`config.mk`:
```
export PLATFORM = sky130hd
export DESIGN_NAME = button_debounce_long_press
export DESIGN_NICKNAME = d
export VERILOG_FILES = /design/src/sv/bdlp_pkg.sv /design/src/sv/button_debounce_long_press.sv /design/src/sv/bdlp_lane.sv /design/src/sv/bdlp_merge.sv
export SDC_FILE = /design/constraint.sdc
export NUM_CORES = 1
export LEC_CHECK = 0
export ABC_AREA = 1
export BUFFER_PORTS_ARGS = -buffer_cell sky130_fd_sc_hd__clkbuf_2
export CORE_ASPECT_RATIO = 0.75
export CORE_MARGIN = 5
export CORE_UTILIZATION = 60
export DETAILED_ROUTE_END_ITERATION = 6
export PLACE_DENSITY = 0.82
export RECOVER_POWER = 100
export SYNTH_ARGS = -nofsm -noshare
export SYNTH_HDL_FRONTEND = slang
export SYNTH_SLANG_ARGS = --single-unit
```
`constraint.sdc`:
```
create_clock -name clk -period 6.1 [get_ports clk]
set_input_delay 0 -clock clk [delete_from_list [all_inputs] [get_ports clk]]
set_output_delay 0 -clock clk [all_outputs]
set_load 0.05 [all_outputs]
```
`src/sv/bdlp_pkg.sv`:
```
// ----------------------------------------------------------------------------
// bdlp_pkg
// shared types and constants for the button debounce and long-press block
// ----------------------------------------------------------------------------
package bdlp_pkg;

	localparam int PORT_W  = 8;
	localparam int TIME_W  = 32;
	localparam int CFG_W   = 16;
	localparam int OUT_W   = 5;
	localparam int IN_TDATA_W  = 40;
	localparam int OUT_TDATA_W = 16;

	localparam logic [CFG_W-1:0] DEBOUNCE_RESET   = 16'd50;
	localparam logic [CFG_W-1:0] LONG_PRESS_RESET = 16'd1000;

	typedef enum logic [1:0] {
		REG_DEBOUNCE_TIME     = 2'd0,
		REG_LONG_PRESS_TIME   = 2'd1,
		REG_LONG_PRESS_ENABLE = 2'd2,
		REG_UNUSED            = 2'd3
	} cfg_reg_t;

	typedef struct packed {
		logic [CFG_W-1:0] debounce_time;
		logic [CFG_W-1:0] long_press_time;
		logic             long_press_enable;
	} cfg_t;

	typedef struct packed {
		logic press_event;
		logic long_event;
		logic pressed;
	} lane_res_t;

endpackage

```
`src/sv/button_debounce_long_press.sv`:
```
// ----------------------------------------------------------------------------
// button_debounce_long_press
// debounce with time lockout and long-press detection, one lane per button
// ----------------------------------------------------------------------------
// channel  dir  contents
// s_axis   in   tdata[7:0] port_sample, tdata[39:8] time_ms
// m_axis   out  tdata[4:0] press_events, [9:5] long_press_events,
//               [14:10] debounced_mask, [15] zero
// cfg      in   cfg_we, cfg_index, cfg_data
//
// one sample per cycle unless the output stalls; every lane updates its state
// in the transfer cycle; a result appears in the cycle after its input transfer
// a waiting result does not block input when m_tready is high in that cycle
// reset clears the lane state and loads the register defaults
// ----------------------------------------------------------------------------
module button_debounce_long_press #(
	parameter int BUTTON_COUNT = 5,
	parameter int FIRST_PIN    = 1
) (
	input  logic                                clk,
	input  logic                                arst_n,
	input  logic                                s_tvalid,
	output logic                                s_tready,
	input  logic [bdlp_pkg::IN_TDATA_W-1:0]     s_tdata,  // port_sample, time_ms
	output logic                                m_tvalid,
	input  logic                                m_tready,
	output logic [bdlp_pkg::OUT_TDATA_W-1:0]    m_tdata,  // press, long press, debounced
	input  logic                                cfg_we,
	input  logic [1:0]                          cfg_index,
	input  logic [bdlp_pkg::CFG_W-1:0]          cfg_data
);

	bdlp_pkg::cfg_t      cfg_q;
	bdlp_pkg::lane_res_t lanes [BUTTON_COUNT];
	logic                accept;
	logic [bdlp_pkg::PORT_W-1:0] port_sample;
	logic [bdlp_pkg::TIME_W-1:0] time_ms;

	assign port_sample = s_tdata[bdlp_pkg::PORT_W-1:0];
	assign time_ms     = s_tdata[bdlp_pkg::PORT_W +: bdlp_pkg::TIME_W];
	assign s_tready    = !m_tvalid || m_tready;
	assign accept      = s_tvalid && s_tready;

	always_ff @(posedge clk or negedge arst_n) begin
		if (!arst_n) begin
			cfg_q.debounce_time     <= bdlp_pkg::DEBOUNCE_RESET;
			cfg_q.long_press_time   <= bdlp_pkg::LONG_PRESS_RESET;
			cfg_q.long_press_enable <= 1'b0;
		end else if (cfg_we) begin
			case (bdlp_pkg::cfg_reg_t'(cfg_index))
				bdlp_pkg::REG_DEBOUNCE_TIME:     cfg_q.debounce_time     <= cfg_data;
				bdlp_pkg::REG_LONG_PRESS_TIME:   cfg_q.long_press_time   <= cfg_data;
				bdlp_pkg::REG_LONG_PRESS_ENABLE: cfg_q.long_press_enable <= cfg_data[0];
				default: ;
			endcase
		end
	end

	for (genvar g = 0; g < BUTTON_COUNT; g++) begin : g_lane
		localparam int PIN = FIRST_PIN + g;
		logic level;
		if (PIN < bdlp_pkg::PORT_W) begin : g_pin
			assign level = !port_sample[PIN];
		end else begin : g_nopin
			assign level = 1'b0;
		end
		bdlp_lane u_lane (
			.clk       (clk),
			.arst_n    (arst_n),
			.accept    (accept),
			.raw_level (level),
			.now       (time_ms),
			.cfg       (cfg_q),
			.res       (lanes[g])
		);
	end

	bdlp_merge #(
		.BUTTON_COUNT (BUTTON_COUNT)
	) u_merge (
		.clk      (clk),
		.arst_n   (arst_n),
		.accept   (accept),
		.lanes    (lanes),
		.m_tready (m_tready),
		.m_tvalid (m_tvalid),
		.m_tdata  (m_tdata)
	);

endmodule

```
`src/sv/bdlp_lane.sv`:
```
// ----------------------------------------------------------------------------
// bdlp_lane
// per-button debounce lockout and long-press detection
// ----------------------------------------------------------------------------
module bdlp_lane (
	input  logic                              clk,
	input  logic                              arst_n,
	input  logic                              accept,
	input  logic                              raw_level,
	input  logic [bdlp_pkg::TIME_W-1:0]       now,
	input  bdlp_pkg::cfg_t                    cfg,
	output bdlp_pkg::lane_res_t               res
);

	logic [bdlp_pkg::TIME_W-1:0] last_change_q;
	logic [bdlp_pkg::TIME_W-1:0] press_start_q;
	logic                        pressed_q;
	logic                        fired_q;

	logic [bdlp_pkg::TIME_W-1:0] since_change;
	logic [bdlp_pkg::TIME_W-1:0] since_press;
	logic                        change;
	logic                        take_change;
	logic                        fire;

	assign since_change = now - last_change_q;
	assign since_press  = now - press_start_q;
	assign change       = raw_level != pressed_q;
	assign take_change  = change && (since_change >=
		{{(bdlp_pkg::TIME_W-bdlp_pkg::CFG_W){1'b0}}, cfg.debounce_time});
	assign fire         = !change && pressed_q && cfg.long_press_enable && !fired_q &&
		(since_press >= {{(bdlp_pkg::TIME_W-bdlp_pkg::CFG_W){1'b0}}, cfg.long_press_time});

	always_comb begin
		res.press_event = take_change && raw_level;
		res.long_event  = fire;
		res.pressed     = take_change ? raw_level : pressed_q;
	end

	always_ff @(posedge clk or negedge arst_n) begin
		if (!arst_n) begin
			last_change_q <= '0;
			press_start_q <= '0;
			pressed_q     <= 1'b0;
			fired_q       <= 1'b0;
		end else if (accept) begin
			if (take_change) begin
				last_change_q <= now;
				pressed_q     <= raw_level;
				if (raw_level) begin
					press_start_q <= now;
					fired_q       <= 1'b0;
				end
			end else if (fire) begin
				fired_q <= 1'b1;
			end
		end
	end

endmodule

```
`src/sv/bdlp_merge.sv`:
```
// ----------------------------------------------------------------------------
// bdlp_merge
// gathers lane results into the event masks and holds the output register
// ----------------------------------------------------------------------------
module bdlp_merge #(
	parameter int BUTTON_COUNT = 5
) (
	input  logic                                   clk,
	input  logic                                   arst_n,
	input  logic                                   accept,
	input  bdlp_pkg::lane_res_t                    lanes [BUTTON_COUNT],
	input  logic                                   m_tready,
	output logic                                   m_tvalid,
	output logic [bdlp_pkg::OUT_TDATA_W-1:0]       m_tdata
);

	logic [bdlp_pkg::OUT_W-1:0] press_mask;
	logic [bdlp_pkg::OUT_W-1:0] long_mask;
	logic [bdlp_pkg::OUT_W-1:0] deb_mask;
	logic                       valid_q;
	logic [bdlp_pkg::OUT_TDATA_W-1:0] data_q;

	for (genvar g = 0; g < bdlp_pkg::OUT_W; g++) begin : g_bit
		if (g < BUTTON_COUNT) begin : g_lane
			assign press_mask[g] = lanes[g].press_event;
			assign long_mask[g]  = lanes[g].long_event;
			assign deb_mask[g]   = lanes[g].pressed;
		end else begin : g_none
			assign press_mask[g] = 1'b0;
			assign long_mask[g]  = 1'b0;
			assign deb_mask[g]   = 1'b0;
		end
	end

	always_ff @(posedge clk or negedge arst_n) begin
		if (!arst_n) begin
			valid_q <= 1'b0;
		end else if (accept) begin
			valid_q <= 1'b1;
		end else if (m_tready) begin
			valid_q <= 1'b0;
		end
	end

	always_ff @(posedge clk) begin
		if (accept) begin
			data_q <= {1'b0, deb_mask, long_mask, press_mask};
		end
	end

	assign m_tvalid = valid_q;
	assign m_tdata  = data_q;

endmodule
```
==> flow_summary.ini, run 1 <==
[logic_synthesis]
async_flop_share_pct = 96.04
synth-compound-area-share_pct = 4.052
yosysUniqueCellTypes = 42
post-synth-top-count-cell = nand2_1
synthTopCellsByCount = 3,196 x nand2_1, 1,521 x inv_1, 532 x nor2_1, 475 x ha_1, 376 x nand4_1
synth_mux_area_share_pct = 0
synth_top_flop_cell = dfrtp_1
synth_nets = 8211
postSynthCellCount = 7663
yosysTopAreaCell = nand2_1
syn_area_um2 = 44710
yosys-top-cells-area = nand2_1 27%, dfrtp_1 20%, ha_1 13%
synth_top_area_share_pct = 26.83
synth-simple-area-share_pct = 42.65
synth-edff-count = 15
ys_ff_latch = 379
synth_fa_ha_area_share_pct = 13.74
synth_xor_area_share_pct = 3.095
synth_top_family_by_area = simple AND/OR/NAND/NOR gates
ys_warn_count = 0
synth-seq-area-share_pct = 21.40
avgSynthCellArea_um2 = 5.835

[floorplanning]
start_util_pct = 60.66
io_pins = 81
rows = 86
die_h_um = 246.4
die_area_um2 = 80140
die_w_um = 325.2
coreArea_um2 = 73710

[run_status]
outcome = complete, but fails checks
violations = capacitance limit, slew limit

[grt]
grt_pass1_wl_mm = 232.8
gr-total-overflow = 0
antenna_found_initial = 3
grt_pass1_vias = 43160
gr-usage-all-layers_pct = 36.06
grt_max_degree = 161

[power_and_ir_drop]
switching_share_pct = 50.56
intPower_uw = 9400
finalPower_uw = 19010
power.leakage_uw = 0.02946
p_clk_share_pct = 17.0
p_per_area_nw_per_um2 = 396.7
power_frac_comb_pct = 63.8
vdd_drop_max_v = 0.0002463
p_switching_uw = 9614
pwr-share-seq_pct = 19.2

[clock_tree]
cts.reportedPaths.clkPinSlew_ps = 70
ctsHtreeMaxLevel = 2
cts_resized = 0
hold_buffers = 43
post_cts_buffers = 0
cts-buffers-inserted = 46
worstSkewPairLatency_ps = 630
clock_sinks = 379
cts_tree = built
clockBufferDepth = 3
root_buffer = clkbuf_16

[detailed_routing]
drt-initial-drc-count = 5116
drc = 0
dr.pass1.iters = 6
vias = 47780
viasPerCell = 5.478
wirelength_mm = 149.1
ant_nets = 0
wl_per_cell_um = 17.09

[sta]
tightest_slew_ps = 4178
drv_slew = 428
hold_viol_final = 0
period_share_pct = 88.13
whs_ps = 38.99
layout_setup_ws_ps = 723.9
rsz0062_at_grt = no
fin_crit_ps = 5376
setup_viol = 0
fmax_mhz = 186.0
relSlewSlack_pct = -178.5
tns_ps = 0
fin_skew_ps = 18.92

[cells_and_area]
multi_input_area_um2 = 28420
register_area_um2 = 9570
fin_nets = 8264
fillers = 7102
postLayoutCellArea_um2 = 47930
drive_gt1_share_pct = 3.547
syn2layout_area_growth_pct = 7.186

[place]
io_buffer_count = 76
dp_hpwl_mm = 113.2
place.gp.congestion = 1.003
place_ws_ps = 1433
dpl_cell_area_um2 = 45860

[hold_path]
worstHoldStart = s_tdata[37]
hold_class = in -> reg
worstHoldPathCells = 3
whs_endpoint = g_lane[1].u_lane.last_change_q[29]

[critical_path]
critPathKind = in -> reg
worstPathMaxFanout = 44
r2r_slack_ps = 1040
worst_ep_required_time_ps = 6650
end_kind = flip-flop
r2r-end = g_lane[0].u_lane.last_change_q[26]
cp-start-kind = primary input
r2r_start = u_merge.m_tvalid
worst_r2r_path_depth = 8
critPathArrivalTime_ps = 5930

[flow_run]
cap_violations = 5
==> cell usage in the layout, fill, tap and decap left out, types with 14 or more instances in the layout <==
cell type | netlist | final
nand2_1 | 3196 | 3200
xor2_1 | 140 | 140
nand2_2 | 24 | 20
and2_1 | 19 | 18
nor2_2 | 14 | 14
dlygate4sd3_1 | 0 | 42
nand4_1 | 376 | 376
clkbuf_2 | 0 | 63
inv_1 | 1521 | 1520
ha_1 | 475 | 470
nand3b_1 | 43 | 43
o21ai_0 | 45 | 45
nor2_1 | 532 | 532
a21oi_1 | 240 | 240
a211oi_1 | 15 | 15
nor3_1 | 65 | 65
edfxtp_1 | 15 | 15
dfrtp_1 | 355 | 355
buf_4 | 31 | 53
xnor2_1 | 18 | 18
nand3_1 | 297 | 297
clkbuf_16 | 0 | 48
o21bai_1 | 17 | 17
clkbuf_1 | 72 | 28
==> routing by layer <==
layer	vias up	GRT usage (%)	wire [um]
li1	23680	-	-
met1	21560	50.08	64040
met2	2127	54.18	60430
met3	413	8.712	17610
met4	6	14.39	6984
met5	-	0	29
==> cell type report <==
| cell class | instances | area share, % |
|---|---|---|
| diodes | 1 | 0.005221 |
| clock buffers | 60 | 2.746 |
| clock inverters | 26 | 0.8981 |
| inverters | 1533 | 12.02 |
| multi-input cells | 5575 | 59.29 |
| flip-flops and latches | 379 | 19.97 |
| well taps | 968 | 2.527 |
| repair buffers | 181 | 2.545 |
==> worst max path at each step <==
stage                                               to  cells past startpoint   startpoint
floorplan                          u_merge.m_tdata[14]                     24   s_tdata[8]
global placement     g_lane[3].u_lane.last_change_q[3]                     21  s_tdata[12]
detailed placement  g_lane[2].u_lane.press_start_q[24]                     24   s_tdata[8]
CTS                  g_lane[4].u_lane.last_change_q[7]                     25   s_tdata[8]
global route                  g_lane[0].u_lane.fired_q                     26   s_tdata[8]
finish                        g_lane[0].u_lane.fired_q                     26   s_tdata[8]
==> state kept, by name (all words and copies together) (netlist names) <==
name                         cells
g_lane.u_lane.last_change_q    160
g_lane.u_lane.fired_q            5
u_merge.m_tdata                 15
cfg_q                           33
g_lane.u_lane.pressed_q          5
u_merge.m_tvalid                 1
g_lane.u_lane.press_start_q    160
==> per-stage QoR <==
step           utilization, %  std cells
6_report                65.02       8723
5_1_grt                 65.02       8722
4_1_cts                 65.20       8722
3_5_place_dp            62.22       8593
3_3_place_gp            62.22       8593
2_1_floorplan               -       7663
==> worst max-delay path, cell delays in order <==
cell,delay (ps)
dlygate4sd3_1,530
clkbuf_1,310
inv_1,480
ha_1,410
fa_1,420
inv_1,100
nand3_1,70
nand2_1,120
nand2_1,60
nand2_1,150
nand2_1,90
nand2_2,120
xor2_1,80
ha_1,200
a21oi_1,200
nor2_1,60
a211oi_1,240
nand3_1,110
nor2_1,170
nand3_1,100
nor2_1,250
nand2_2,380
clkbuf_2,730
nand2_1,290
nand3_1,110
nand2_1,140
==> power by group through the flow <==
stage	combinational [uW]	sequential (uW)	clock (uW)
after floorplan	8970	3590	0
after global placement	11400	3650	0
after detailed placement	11800	3670	0
after CTS	11900	3640	3250
after global routing	13800	3740	3360
final	12100	3660	3230
==> cells by family after synthesis <==
group / count (synthesis)
AOI/OAI and AO/OA: 336
adders and majority gates: 485
other: 1
xor gates and xnor gates: 158
DFF: 379
buffers and inverters: 1709
and+or+nand+nor: 4595
No activity file was read; power rests on OpenSTA's default activity.
==> run 2: changes to the inputs <==
- clock period: 6.1 -> 5.33 ns (I/O delays scaled with it)
==> run 2 against run 1 <==
The flow still finishes with violations (capacitance limit, slew limit). Combinational power increased by 15%. First-iteration DRC count decreased by 4.0%. Worst setup slack got worse by 220 ps. Non-clock buffer count increased by 2. Sequential cell count unchanged. Critical path depth decreased by 1. Die area unchanged. Register-to-register slack got worse by 520 ps. Cell area decreased by 0.25%. Sequential share of layout area increased by 0.050 points. Cell count about the same. Global-route usage increased by 0.59 points. Largest cell class unchanged.
==> flow_summary.ini, run 2 (synthesized netlist as in run 1, its figures left out) <==
[critical_path]
critPathArrivalTime_ps = 5180
worstPathMaxFanout = 41
end_kind = flip-flop
cp-start-kind = primary input
worst_ep_required_time_ps = 5690
cp_top_family = simple AND/OR/NAND/NOR gates
critPathKind = in -> reg
crit_path_max_incr_delay_ps = 710
path_buf_inv = 5
cp_common_cell = nand2_1
worst_path_max_delay_cell = clkbuf_2

[clock_tree]
clockBufferDepth = 3
cts-buffers-inserted = 45
ctsHtreeMaxLevel = 2
clock_sinks = 379
cts_tree = built
root_buffer = clkbuf_16
cts.reportedPaths.clkPinSlew_ps = 60
hold_buffers = 36
post_cts_buffers = 0
cts_resized = 0
worstSkewPairLatency_ps = 620

[place]
dpl_cell_area_um2 = 45930
placed_cells = 8602
place.gp.congestion = 0.9900
io_buffer_count = 76
dp_hpwl_mm = 115.0

[floorplanning]
die_h_um = 246.4
io_pins = 81
rows = 86
start_util_pct = 60.66
coreArea_um2 = 73710
die_w_um = 325.2
die_area_um2 = 80140

[flow_run]
cap_violations = 5

[hold_path]
hold_class = in -> reg

[grt]
antenna_found_initial = 13
grt_pass1_vias = 43060
gr-total-overflow = 0
gr-usage-all-layers_pct = 36.65
grt_max_degree = 133
grt_pass1_wl_mm = 235.9

[detailed_routing]
wirelength_mm = 150.4
ant_nets = 0
wl_per_cell_um = 17.24
vias = 47550
dr.pass1.iters = 6
drc = 0
drt-initial-drc-count = 4909
viasPerCell = 5.450

[run_status]
outcome = complete, but fails checks
violations = capacitance limit, slew limit

[sta]
setup_viol = 0
drv_slew = 282
rsz0062_at_grt = no
fin_crit_ps = 4824
fin_skew_ps = 22.00
fmax_mhz = 207.3
tns_ps = 0
hold_viol_final = 0
period_share_pct = 90.50
relSlewSlack_pct = -53.42
tightest_slew_ps = 2301

[cells_and_area]
fin_nets = 8265
final_cell_mix = 3,203 x nand2_1, 1,520 x inv_1, 531 x nor2_1
postLayoutCellArea_um2 = 47810
top_regs = g_lane.u_lane.last_change_q x160, g_lane.u_lane.press_start_q x160, cfg_q x33
fin_cells = 8725
final_common_cell = nand2_1
syn2layout_area_growth_pct = 6.917
drive_gt1_share_pct = 3.495

[power_and_ir_drop]
p_per_area_nw_per_um2 = 449.3
vdd_drop_max_v = 0.0003059
power.leakage_uw = 0.02940
[run 2: layout make-up]
class	count	area (um2)
timing repair buffer	183	1259
clock buffer	59	1239
fill	7064	25900
sequential	379	9570
inverter	1533	5759
multi-input combinational	5575	28410
tap	968	1211
clock inverter	24	346.6
antenna	4	10.01
[run 2: per-stage QoR]
stage	power (uW)	hold slack, ps	setup WS [ps]	util [%]
3_5_place_dp	17660	22.99	724.1	62.31
4_1_cts	21220	2.233	878.8	64.98
3_3_place_gp	17250	14.89	893.2	62.31
6_report	21480	47.86	506.3	64.86
2_1_floorplan	14380	-295.6	2045	-
5_1_grt	23610	14.22	238.4	64.85
[run 2: metal layers]
metal / track usage (%) / part of all wire [%]
met1: 51.62 / 44
met2: 55.55 / 41
met3: 7.779 / 11
met4: 13.51 / 4.2
met5: 0 / 0.039
[run 2: where the power goes]
group	switching, uW	internal (uW)
clock network	1410	2030
logic	9050	4810
registers	471	3700
[run 2: worst paths after layout]
check                                                    from                                 end  slack (ps)  cells past startpoint
max                                                s_tdata[8]                  u_merge.m_tdata[4]         510                     25
max in group asynchronous                              arst_n  g_lane[2].u_lane.last_change_q[29]        1050                      4
min reg2reg                g_lane[3].u_lane.press_start_q[25]  g_lane[3].u_lane.press_start_q[25]         470                      2
max reg2reg                 g_lane[2].u_lane.last_change_q[0]                  u_merge.m_tdata[2]         520                     22
min                                               s_tdata[14]   g_lane[2].u_lane.last_change_q[6]          50                      3
min in group asynchronous                              arst_n  g_lane[0].u_lane.press_start_q[28]        1180                      3
[run 2: worst min-delay path, delay by kind of cell]
family / cells / cell delay [ps]
buffers and inverters: 1 / 340
AND/OR/NAND/NOR: 2 / 270
